File: config.mk
export PLATFORM = sky130hd
export DESIGN_NAME = mcc_lane
export DESIGN_NICKNAME = d
export VERILOG_FILES = /design/src/sv/mcc_pkg.sv /design/src/sv/mcc_lane.sv
export SDC_FILE = /design/constraint.sdc
export NUM_CORES = 1
export LEC_CHECK = 0
export ABC_AREA = 1
export BUFFER_PORTS_ARGS = -buffer_cell sky130_fd_sc_hd__buf_2
export CORE_UTILIZATION = 50
export DETAILED_ROUTE_END_ITERATION = 6
export GPL_ROUTABILITY_DRIVEN = 0
export PLACE_DENSITY = 0.69
export REMOVE_ABC_BUFFERS = 1
export SYNTH_ARGS = -nofsm -noshare
export SYNTH_HDL_FRONTEND = slang
export SYNTH_SLANG_ARGS = --single-unit
File: constraint.sdc
create_clock -name clk_i -period 6.25 [get_ports clk_i]
set_clock_uncertainty 0.1 [all_clocks]
set_input_delay 1.875 -clock clk_i [delete_from_list [all_inputs] [get_ports clk_i]]
set_output_delay 1.875 -clock clk_i [all_outputs]
set_load 0.01 [all_outputs]
File: src/sv/mcc_pkg.sv
package mcc_pkg;

  localparam int SampleW         = 16;
  localparam int ColorW          = 24;
  localparam int WinW            = 64;
  localparam int CfgIdxW         = 3;
  localparam int MaxChannels     = 4;
  localparam int ChannelsDef     = 4;
  localparam int SampleBitsDef   = 16;
  localparam int CompW           = 8;
  localparam int SumW            = 10;
  // Lane stages: prepare, eight quotient bits, color product, divide by 255.
  localparam int LaneDepth       = 11;
  localparam int PipeDepth       = LaneDepth + 1;

  localparam logic [WinW-1:0]   WinReset   = 64'hFFFF_0000_FFFF_0000;
  localparam logic [ColorW-1:0] ColorReset = '0;

  typedef enum logic [CfgIdxW-1:0] {
    RegColorCh0  = 3'd0,
    RegColorCh1  = 3'd1,
    RegColorCh2  = 3'd2,
    RegColorCh3  = 3'd3,
    RegWindowCh01 = 3'd4,
    RegWindowCh23 = 3'd5
  } reg_idx_e;

  typedef struct packed {
    logic [CompW-1:0] r;
    logic [CompW-1:0] g;
    logic [CompW-1:0] b;
  } rgb_t;

  typedef logic [PipeDepth-1:0] stage_en_t;

endpackage

File: src/sv/mcc_lane.sv
module mcc_lane import mcc_pkg::*; #(
  parameter int SAMPLE_BITS = SampleBitsDef
) (
  input  logic                clk_i,
  input  stage_en_t           en_i,
  input  logic [SampleW-1:0]  sample_i,
  input  logic [2*SampleW-1:0] window_i,
  input  logic [ColorW-1:0]   color_i,
  output rgb_t                scaled_o
);

  localparam int W  = SAMPLE_BITS;
  localparam int NW = W + 8;

  // The user must keep window and color static while pixels are in flight; the lane does not enforce it.
  logic signed [W:0] lo, hi, range_s, diff;
  logic [W-1:0]      d_abs, n_abs;
  logic [NW-1:0]     num;
  logic              zero_c, sat_c;

  always_comb begin
    lo      = $signed({1'b0, window_i[W-1:0]});
    hi      = $signed({1'b0, window_i[SampleW+W-1:SampleW]});
    range_s = hi - lo;
    diff    = $signed({1'b0, sample_i[W-1:0]}) - lo;
    if (range_s == '0) begin
      d_abs = W'(1);
    end else if (range_s[W]) begin
      d_abs = W'(-range_s);
    end else begin
      d_abs = range_s[W-1:0];
    end
    n_abs  = diff[W] ? W'(-diff) : diff[W-1:0];
    num    = {n_abs, 8'd0} - NW'(n_abs);
    zero_c = (diff == '0) || (diff[W] != range_s[W]);
    sat_c  = num >= {d_abs, 8'd0};
  end

  logic [NW-1:0] r_q [0:8];
  logic [7:0]    q_q [0:8];
  logic          zero_q [0:8];
  logic          sat_q  [0:8];

  always_ff @(posedge clk_i) begin
    if (en_i[0]) begin
      r_q[0]    <= num;
      q_q[0]    <= '0;
      zero_q[0] <= zero_c;
      sat_q[0]  <= sat_c;
    end
  end

  // One restoring quotient bit per stage, most significant first.
  for (genvar j = 1; j <= 8; j++) begin : g_div
    localparam int Sh = 8 - j;
    logic [NW-1:0] trial;
    logic          fit;
    assign trial = NW'(d_abs) << Sh;
    assign fit   = r_q[j-1] >= trial;
    always_ff @(posedge clk_i) begin
      if (en_i[j]) begin
        r_q[j]    <= fit ? r_q[j-1] - trial : r_q[j-1];
        q_q[j]    <= {q_q[j-1][6:0], fit};
        zero_q[j] <= zero_q[j-1];
        sat_q[j]  <= sat_q[j-1];
      end
    end
  end

  logic [7:0]  inten;
  logic [15:0] prod_q [3];
  logic [15:0] tmp    [3];
  logic [7:0]  quo    [3];

  always_comb begin
    if (zero_q[8]) begin
      inten = '0;
    end else if (sat_q[8]) begin
      inten = 8'd255;
    end else begin
      inten = q_q[8];
    end
  end

  always_ff @(posedge clk_i) begin
    if (en_i[9]) begin
      prod_q[0] <= color_i[23:16] * inten;
      prod_q[1] <= color_i[15:8]  * inten;
      prod_q[2] <= color_i[7:0]   * inten;
    end
  end

  // Exact floor(p / 255) for p below 65280.
  always_comb begin
    for (int k = 0; k < 3; k++) begin
      tmp[k] = prod_q[k] + 16'd1 + {8'd0, prod_q[k][15:8]};
      quo[k] = tmp[k][15:8];
    end
  end

  always_ff @(posedge clk_i) begin
    if (en_i[10]) begin
      scaled_o <= '{r: quo[0], g: quo[1], b: quo[2]};
    end
  end

endmodule

==> summary.md <==
| Metric | Value |
|---|---|
| Status | `completed` |
| Die area | `55100 um2` |
| Core ar. | `53000 um2` |
| 1st-pass router iterations | `6` |
| Combinational power share | `0.645` |
| Setup-failing EPs final | `0` |
| Max-slew violation count | `0` |
| Vias in the first global route | `24500` |
| Crit path launch type | `primary input` |
| Antenna fix cells | `0` |
| 1st-iter DRT viols | `1344` |
| Initial Util | `0.511` |
| Number of cells produced by synthesis | `3021` |
| Post-synthesis cell type count | `70` |
| CP arrival | `6.54 ns` |
| Post-synthesis async set-or-reset flop share | `0` |
| Seq/Total Area, Yosys | `0.353` |
| CP Max Fanout | `3` |
| Cell Int Power | `10.8 mW` |
| Layout fillers | `3926` |
| R2R Setup Slk | `0.71 ns` |
| Core Rows | `84` |
| I/O pins | `109` |
| CP required | `6.57 ns` |
| Gr usage total | `0.251` |
| Max_slew headroom | `0.215` |
| Register bit count reported by yosys | `318` |
| Die H | `235 um` |
| CTS root buf | `clkbuf_16` |
| Commonest non-fill, non-tap cell in the layout | `buf_4` |
| Synth-to-Final Area Change | `31.0%` |
| Static leakage | `16.8 nW` |
| Crit-path max cell delay | `0.56 ns` |
| Reg power frac | `0.230` |
| Dominant synthesized flop cell | `edfxtp_1` |
| Wire per inst | `15.9 um` |
| Fin Setup TNS | `0 ns` |
| Crit. End Element | `register` |
| Layout cells sized above 1 | `0.280` |
| RSZ-0062 raised after global routing | `true` |
| Synth Cell Area | `27100 um2` |
| Clock Sinks | `318` |
| Routed Antenna Nets | `0` |
| Wirelength, routed | `71.4 mm` |
| Switch share | `0.404` |
| Hold Fails Final Rpt | `0` |
| Cts bufs inserted | `38` |
| Clock-pin slew on the worst setup and hold paths | `0.06 ns` |
| Maximum clock insertion buffer count | `3` |
| Htree depth | `2` |
| Worst slew pin tran | `1.18 ns` |
| Post-Place Setup Slack | `-0.935 ns` |
| Max-Cap Viols | `0` |
| DIE WIDTH | `235 um` |
| Via density per instance | `5.34` |
| Number of synthesized flops with an enable pin | `318` |
| Synth warnings | `0` |
| Clk pwr share | `0.125` |
| DP Area | `32700 um2` |
| Pin count of the biggest net entering global routing | `49` |
| Worst Hold Class | `register to register` |
| Commonest non-fill, non-tap cells in the layout | `buf_4, nand2_1, inv_1, edfxtp_1, ha_1` |
| Worst skew pair latency | `0.56 ns` |
| F_max | `0.161 GHz` |
| CTS tree | `yes` |
| Final setup margin | `0.0360 ns` |
| First-pass GRT wire length | `114 mm` |
| Min Tclk post-route | `6.21 ns` |
| Post-route DRC | `0` |
| Slowest CP cell | `fa_2` |
| Synthesized area per cell | `8.96 um2` |
| Final net count | `4279` |
| Antenna violations before repair | `2` |
| DP Wirelength | `54.8 mm` |
| Final Cycle Share | `0.994` |
| Sw Pwr | `7.27 mW` |
| Max rail drop VDD | `0.350 mV` |
| Most used cell, CP | `nor2_1` |
| Vias | `23900` |
| Crit path kind | `primary input to register` |
| Final instance area | `35500 um2` |
| Ratio of total power to cell area | `509 nW/um2` |
| Gr ovfl total | `0` |
| # port buffers | `107` |
synthesized netlist by cell type (11+ instances only):
cell / count / area (um2)
a31oi_1: 14 / 87.6
ha_1: 315 / 3940
nor3_1: 33 / 165
edfxtp_1: 318 / 9550
nor4_1: 20 / 125
clkbuf_1: 24 / 90.1
inv_2: 11 / 41.3
nand4_1: 42 / 263
xor2_1: 128 / 1120
o21ai_1: 23 / 115
xnor2_1: 85 / 744
fa_1: 117 / 2340
nand2_1: 542 / 2030
nor2_1: 286 / 1070
nor2_2: 12 / 75.1
inv_1: 421 / 1580
nand2_2: 24 / 150
nand3_1: 87 / 435
o211ai_1: 13 / 97.6
o21ai_0: 147 / 736
a21oi_1: 233 / 1170
o21bai_1: 16 / 120
what timing repair did:
action	4_1_cts	5_1_grt
setup endpoints to repair	124	147
pin swaps	23	113
hold buffers	0	0
buffers inserted	7	41
gates resized for setup	43	194
hold endpoints to repair	0	0
gates cloned	0	3
logic make-up after synthesis:
family | synth area share
xor+xnor | 0.0726
flops | 0.353
fa+ha+maj | 0.232
compound gates | 0.102
buf+inv | 0.0665
mux | 0.000416
simple gates | 0.173
worst max-delay path, delay by kind of cell:
family          cells  cell delay (ns)
compound gates      1             0.18
xor+xnor            2             0.44
fa+ha+maj           5             1.40
buf+inv             9             0.89
simple gates       17             1.73
sequential cells by signal, indices dropped and copies added, names as in the netlist:
| signal | count |
|---|---|
| sat_q | 9 |
| scaled_o | 24 |
| zero_q | 9 |
| r_q | 192 |
| prod_q | 48 |
| q_q | 36 |
per-stage QoR:
stage          instances  power (mW)  utilization  hold WS, ns
2_1_floorplan       2986        10.3            -        0.300
3_3_place_gp        4359        14.2        0.617        0.303
3_5_place_dp        4359        14.7        0.617        0.305
4_1_cts             4435        17.2        0.646        0.293
5_1_grt             4479        19.4        0.669        0.303
6_report            4479        18.0        0.669        0.297
final timing paths:
check / cells past startpoint / to / start
min reg2reg: 0 / sat_q[0][6] / sat_q[0][5]
max: 34 / sat_q[0][0] / window_i[0]
max reg2reg: 21 / prod_q[0][47] / sat_q[0][8]
min: 0 / sat_q[0][6] / sat_q[0][5]
per-layer routing:
| layer | share of wire | vias to the layer above | global-route usage | routed length (um) |
|---|---|---|---|---|
| met5 | 0.00043 | - | 0 | 31 |
| met2 | 0.53 | 668 | 0.481 | 37700 |
| li1 | - | 11700 | - | - |
| met1 | 0.38 | 11400 | 0.271 | 27200 |
| met4 | 0.047 | 4 | 0.112 | 3330 |
| met3 | 0.044 | 207 | 0.0355 | 3160 |
area by class of cell:
class	count	area, um2	area share
clock buffers	39	955	0.0269
clock inverters	30	305	0.00861
repair buffers	736	5480	0.155
well taps	688	861	0.0243
inverters	436	1650	0.0464
flip-flops and latches	318	9550	0.269
multi-input cells	2232	16700	0.470
power groups by stage:
stage | sequential [mW] | combinational (mW) | clock, mW
3_5_place_dp | 4.15 | 10.6 | 0
6_report | 4.14 | 11.6 | 2.26
2_1_floorplan | 4.04 | 6.23 | 0
4_1_cts | 4.11 | 10.8 | 2.30
5_1_grt | 4.22 | 12.8 | 2.38
3_3_place_gp | 4.11 | 10.1 | 0
No activity file was read; power rests on OpenSTA's default activity.
