## config.mk

```make
export PLATFORM = sky130hd
export DESIGN_NAME = mcc_merge
export DESIGN_NICKNAME = d
export VERILOG_FILES = /design/src/sv/mcc_pkg.sv /design/src/sv/mcc_merge.sv
export SDC_FILE = /design/constraint.sdc
export NUM_CORES = 1
export LEC_CHECK = 0
export ABC_AREA = 1
export BUFFER_PORTS_ARGS = -buffer_cell sky130_fd_sc_hd__buf_2
export CAP_MARGIN = 20
export CORE_ASPECT_RATIO = 1.2
export CORE_MARGIN = 3
export CORE_UTILIZATION = 52
export CTS_BUF_LIST = sky130_fd_sc_hd__clkbuf_16
export DETAILED_ROUTE_END_ITERATION = 6
export HOLD_SLACK_MARGIN = 0.02
export PLACE_DENSITY = 0.9
export SYNTH_ARGS = -nofsm -noshare
export SYNTH_HDL_FRONTEND = slang
export SYNTH_SLANG_ARGS = --single-unit
```

## constraint.sdc

```tcl
create_clock -name clk_i -period 3.59 [get_ports clk_i]
set_input_delay 0.718 -clock clk_i [delete_from_list [all_inputs] [get_ports clk_i]]
set_output_delay 0.718 -clock clk_i [all_outputs]
set_load 0.01 [all_outputs]
```

## src/sv/mcc_pkg.sv

```systemverilog
package mcc_pkg;

  localparam int SampleW         = 16;
  localparam int ColorW          = 24;
  localparam int WinW            = 64;
  localparam int CfgIdxW         = 3;
  localparam int MaxChannels     = 4;
  localparam int ChannelsDef     = 4;
  localparam int SampleBitsDef   = 16;
  localparam int CompW           = 8;
  localparam int SumW            = 10;
  // Lane stages: prepare, eight quotient bits, color product, divide by 255.
  localparam int LaneDepth       = 11;
  localparam int PipeDepth       = LaneDepth + 1;

  localparam logic [WinW-1:0]   WinReset   = 64'hFFFF_0000_FFFF_0000;
  localparam logic [ColorW-1:0] ColorReset = '0;

  typedef enum logic [CfgIdxW-1:0] {
    RegColorCh0  = 3'd0,
    RegColorCh1  = 3'd1,
    RegColorCh2  = 3'd2,
    RegColorCh3  = 3'd3,
    RegWindowCh01 = 3'd4,
    RegWindowCh23 = 3'd5
  } reg_idx_e;

  typedef struct packed {
    logic [CompW-1:0] r;
    logic [CompW-1:0] g;
    logic [CompW-1:0] b;
  } rgb_t;

  typedef logic [PipeDepth-1:0] stage_en_t;

endpackage

```

## src/sv/mcc_merge.sv

```systemverilog
module mcc_merge import mcc_pkg::*; #(
  parameter int CHANNELS = ChannelsDef
) (
  input  logic  clk_i,
  input  logic  en_i,
  input  rgb_t  lane_i [CHANNELS],
  output rgb_t  rgb_o
);

  logic [SumW-1:0] sr, sg, sb;

  always_comb begin
    sr = '0;
    sg = '0;
    sb = '0;
    for (int c = 0; c < CHANNELS; c++) begin
      sr = sr + SumW'(lane_i[c].r);
      sg = sg + SumW'(lane_i[c].g);
      sb = sb + SumW'(lane_i[c].b);
    end
  end

  always_ff @(posedge clk_i) begin
    if (en_i) begin
      rgb_o.r <= (sr > SumW'(255)) ? 8'd255 : sr[7:0];
      rgb_o.g <= (sg > SumW'(255)) ? 8'd255 : sg[7:0];
      rgb_o.b <= (sb > SumW'(255)) ? 8'd255 : sb[7:0];
    end
  end

endmodule

```

==> results_dict.tcl, run 1 <==
set metrics [dict create \
    outcome "completed" \
    ys_types 22 \
    routed_wl_um 7300 \
    nNetsFinal 731 \
    ioPinCount 122 \
    peakVddDrop_uv 311 \
    postPlaceCellArea_um2 4310 \
    synthArstFlopShare_pct 0 \
    rows 32 \
    hold_viol_final 0 \
    holdBufCountCts 0 \
    critical_path.max_fanout 8 \
    ys_seq_elements 24 \
    post_cts_buffers 0 \
    grt_pass1_wl_um 12400 \
    place_hpwl_um 6520 \
    antenna_found_initial 0 \
    syn2layout_area_growth_pct 22.0 \
    relSlewSlack_pct 65.8 \
    fin_util_pct 66.8 \
    cts_tree "done" \
    max-clock-path-buffers 2 \
    drt-vias-per-instance 4.71 \
    yosys-top-cells-count "151 x inv_1, 85 x nand2_1, 48 x fa_1" \
    setup_tns_ns 0 \
    port_buffers 121 \
    synth_top_family_by_area "adder cells" \
    design_area_um2 4390 \
    drc_errors 0 \
    finalCritPeriodShare_pct 89.1 \
    postSynthAreaPerCell_um2 8.33 \
    chipWidth_um 81.9 \
    synth.area.top_cells "fa_1 27%, edfxtp_1 20%, inv_1 16%, ha_1 9.4%, nand2_1 8.9%" \
    vias 3023 \
    routedWlPerCell_um 11.4 \
    setup_viol 0 \
    syn_inst 432 \
    grt_usage_pct 19.1 \
    synthXorXnorAreaFrac_pct 0.974 \
    start_util_pct 54.8 \
    synth-adder-area-share_pct 36.1 \
    synthMuxAreaShare_pct 0 \
    largest-register "rgb_o" \
    antenna_left 0 \
    grt_max_degree 25 \
    cp-start-kind "primary input" \
    timing.fmax_ghz 0.312 \
    critPathArrivalTime_ns 3.19 \
    synth-compound-area-share_pct 2.92 \
    die_y_um 97.1 \
    syn_nets 605 \
    synth_top_area_cell "fa_1" \
    critical_path_class "primary input to flip-flop" \
    cp-end-kind "flip-flop" \
    finalPower_mw 2.08 \
    synth_top_cell_area_share_pct 26.7 \
    yosysSeqAreaShare_pct 20.0 \
    htreeDepth 1 \
    largest_reg_flops 24 \
    fp.coreArea_um2 6570 \
    synth_edf_count 24 \
    grt_pass1_vias 3164 \
    die_area_um2 7960 \
    syn_area_um2 3600 \
    synth-simple-area-share_pct 23.6 \
    globalplace.congestion 0.823 \
    numCtsBuffers 3 \
    grt-ovfl-total 0 \
    hp-class "primary input to flip-flop" \
    synth_most_common_cell "inv_1" \
    min_period_ns 3.20 \
    first_pass_iters 4 \
    cts.clk_slew.worst_paths_ns 0.06 \
    yosys_warnings 0 \
    power.density_nw_per_um2 475 \
    rsz0062_at_grt "false" \
    drv_cap 0 \
    hold-worst-slack_ns 0.874 \
    root_buffer "clkbuf_16" \
    diodes 0 \
    reg_top3 "rgb_o x24" \
    cts_sinks 24 \
    cts_resized 0 \
    slew_violations 0 \
    drt-initial-drc-count 82 \
    ys_dominant_reg_cell "edfxtp_1" \
    power.leakage_nw 2.59 \
    required_ns 3.58 \
    worstMarginPinSlew_ns 0.512 \
    drive_above_1_share_pct 28.0 \
]
[cell usage in the layout (no fill, tap or decap), drive strengths merged]
| cell | n |
|---|---|
| nand2 | 100 |
| xnor2 | 3 |
| nand4 | 29 |
| clkinv | 2 |
| a21oi | 9 |
| inv | 156 |
| or2 | 1 |
| buf | 121 |
| nand3b | 5 |
| nand3 | 16 |
| edfxtp | 24 |
| fa | 48 |
| nor2 | 12 |
| xor2 | 1 |
| ha | 27 |
| clkbuf | 3 |
[cell families after synthesis]
| group | count (synthesis) |
|---|---|
| and+or+nand+nor | 163 |
| DFF | 24 |
| adders and majority gates | 75 |
| xor gates and xnor gates | 4 |
| AOI/OAI and AO/OA | 9 |
| buffers and inverters | 157 |
[critical path: stages]
cell,delay (ns)
buf_2,0.08
inv_1,0.05
fa_1,0.53
inv_1,0.05
fa_1,0.45
ha_1,0.25
fa_1,0.44
nand3_1,0.15
nand2_1,0.11
a21oi_4,0.23
nand4_1,0.13
[where the power goes]
group | switching, mW | internal (mW) | total (mW)
logic | 0.865 | 0.543 | 1.41
clock network | 0.0869 | 0.149 | 0.235
registers | 0.0182 | 0.422 | 0.440
total | 0.970 | 1.11 | 2.08
[stage by stage]
step	setup slack (ns)	instances
6_report	0.390	642
4_1_cts	0.383	642
5_1_grt	0.247	642
3_3_place_gp	0.235	638
3_5_place_dp	0.124	638
2_1_floorplan	0.395	432
[per-layer routing]
metal | track usage [%] | part of all wire [%] | vias to the layer above
met5 | 0 | 0 | -
met4 | 3.84 | 0.67 | 0
met3 | 2.88 | 6.5 | 6
met2 | 38.5 | 59 | 84
met1 | 19.8 | 34 | 1402
li1 | - | - | 1531
[area by class of cell]
class                   instances  area [µm²]
clock inverters                 1        3.75
clock buffers                   3        75.1
flip-flops and latches         24         721
fillers                       541        2180
well taps                      85         106
inverters                     157         589
multi-input cells             251        2290
repair buffers                121         606
[path summary, 6_finish.rpt]
check | from | endpoint | slack, ns | cells after the start
hold / removal | lane_i[72] | rgb_o[0] | 0.87 | 4
setup / recovery | lane_i[17] | rgb_o[18] | 0.39 | 11
Note: power is estimated with default switching activity, not from simulation.
==> inputs of run 2 (changes only) <==
CORE_UTILIZATION = 53   (was 52)
CTS_BUF_LIST = sky130_fd_sc_hd__clkbuf_4 sky130_fd_sc_hd__clkbuf_8   (was sky130_fd_sc_hd__clkbuf_16)
PLACE_DENSITY = 0.92   (was 0.9)
==> results_dict.tcl, run 2 (synthesis gave the netlist of run 1 again) <==
set metrics [dict create \
    outcome "completed" \
    antenna_left 0 \
    place_inst 638 \
    fillers 528 \
    cts_sinks 24 \
    chipWidth_um 81.2 \
    drt-initial-drc-count 114 \
    finalWorstSetupSlack_ns 0.376 \
    htreeDepth 1 \
    drive_above_1_share_pct 28.1 \
    postPlaceCellArea_um2 4310 \
    grt_max_degree 25 \
    max-clock-path-buffers 2 \
    holdBufCountCts 0 \
    first_pass_iters 5 \
    worstMarginPinSlew_ns 0.493 \
    setup_viol 0 \
    rows 32 \
    top_usage_layer "met2" \
    root_buffer "clkbuf_8" \
    largest_reg_flops 24 \
    diodes 0 \
    syn2layout_area_growth_pct 20.9 \
    reg_top3 "rgb_o x24" \
    vias 3076 \
    p_clk_share_pct 7.5 \
    grt_pass1_wl_um 11800 \
    ioPinCount 122 \
    use_met2_pct 37.9 \
    hold-worst-slack_ns 0.875 \
    peakVddDrop_uv 312 \
    post_cts_buffers 0 \
    setup_tns_ns 0 \
    power.density_nw_per_um2 457 \
    grt_pass1_vias 3051 \
    required_ns 3.58 \
    gr-usage-met3_pct 2.43 \
    final_cell_mix "151 x inv_1, 121 x buf_2, 85 x nand2_1" \
    hold_end "rgb_o[8]" \
    switching_share_pct 47.7 \
    p_int_mw 1.04 \
    globalplace.congestion 0.866 \
    die_y_um 96.2 \
    hp-start "lane_i[80]" \
    port_buffers 121 \
    design_area_um2 4350 \
    routedWlPerCell_um 11.0 \
    cts_resized 0 \
    hp-class "primary input to flip-flop" \
    fin_util_pct 66.7 \
    cp-end-kind "flip-flop" \
    critical_path.startpoint "lane_i[17]" \
    rsz0062_at_grt "false" \
    slew_violations 0 \
    layout.cells.non_filler 641 \
    finalPower_mw 1.99 \
    drv_cap 0 \
    timing.fmax_ghz 0.311 \
    grt-ovfl-total 0 \
    grt_usage_pct 18.6 \
    cts.clk_slew.worst_paths_ns 0.07 \
    power.leakage_nw 2.57 \
    finalCritPeriodShare_pct 89.5 \
    critical_path_class "primary input to flip-flop" \
    hold_depth 4 \
    final_common_cell "inv_1" \
    dp_slack_ns 0.113 \
    critPathArrivalTime_ns 3.20 \
    fp.coreArea_um2 6530 \
    numCtsBuffers 3 \
    use_met1_pct 19.3 \
    antenna_found_initial 0 \
    start_util_pct 55.1 \
    largest-register "rgb_o" \
    drt-vias-per-instance 4.80 \
    relSlewSlack_pct 67.2 \
    routed_wl_um 7070 \
    critical_path.max_fanout 8 \
    place_hpwl_um 6550 \
    hold_viol_final 0 \
    min_period_ns 3.21 \
    cp-start-kind "primary input" \
    die_area_um2 7820 \
    cts_tree "done" \
    drc_errors 0 \
    p_comb_share_pct 70.3 \
    nNetsFinal 731 \
    sequentialPowerShare_pct 22.2 \
    power_switching_mw 0.946 \
]
## run 2: how the worst max path moves through the flow
stage	end	slack (ns)
floorplan	rgb_o[16]	0.39
global route	rgb_o[20]	0.28
global placement	rgb_o[20]	0.23
finish	rgb_o[20]	0.38
detailed placement	rgb_o[20]	0.11
CTS	rgb_o[20]	0.39
## run 2: worst max-delay path: stages
cell     delay, ns
buf_2         0.08
inv_1         0.04
fa_1          0.52
inv_1         0.05
fa_1          0.45
ha_1          0.25
fa_1          0.44
nand3_1       0.14
nand2_1       0.12
a21oi_4       0.25
nand4_1       0.15
## run 2: power by group through the flow
stage	logic, mW	registers (mW)	clock network, mW
after detailed placement	1.40	0.449	0
final	1.40	0.442	0.148
after global routing	1.59	0.449	0.166
after global placement	1.33	0.442	0
after floorplan	1.00	0.491	0
after CTS	1.40	0.444	0.150
## run 2: cell type report
| class | count | area (µm²) | area share, % |
|---|---|---|---|
| tap | 85 | 106 | 2.44 |
| timing repair buffer | 121 | 606 | 13.9 |
| inverter | 157 | 589 | 13.5 |
| multi-input combinational | 251 | 2290 | 52.6 |
| clock buffer | 3 | 41.3 | 0.949 |
| sequential | 24 | 721 | 16.6 |
## run 2: metal layers
| metal | wire, µm | vias up | share of wire [%] |
|---|---|---|---|
| li1 | - | 1534 | - |
| met1 | 2460 | 1433 | 35 |
| met2 | 4150 | 95 | 59 |
| met3 | 347 | 14 | 4.9 |
| met4 | 115 | 0 | 1.6 |
| met5 | 0 | - | 0 |
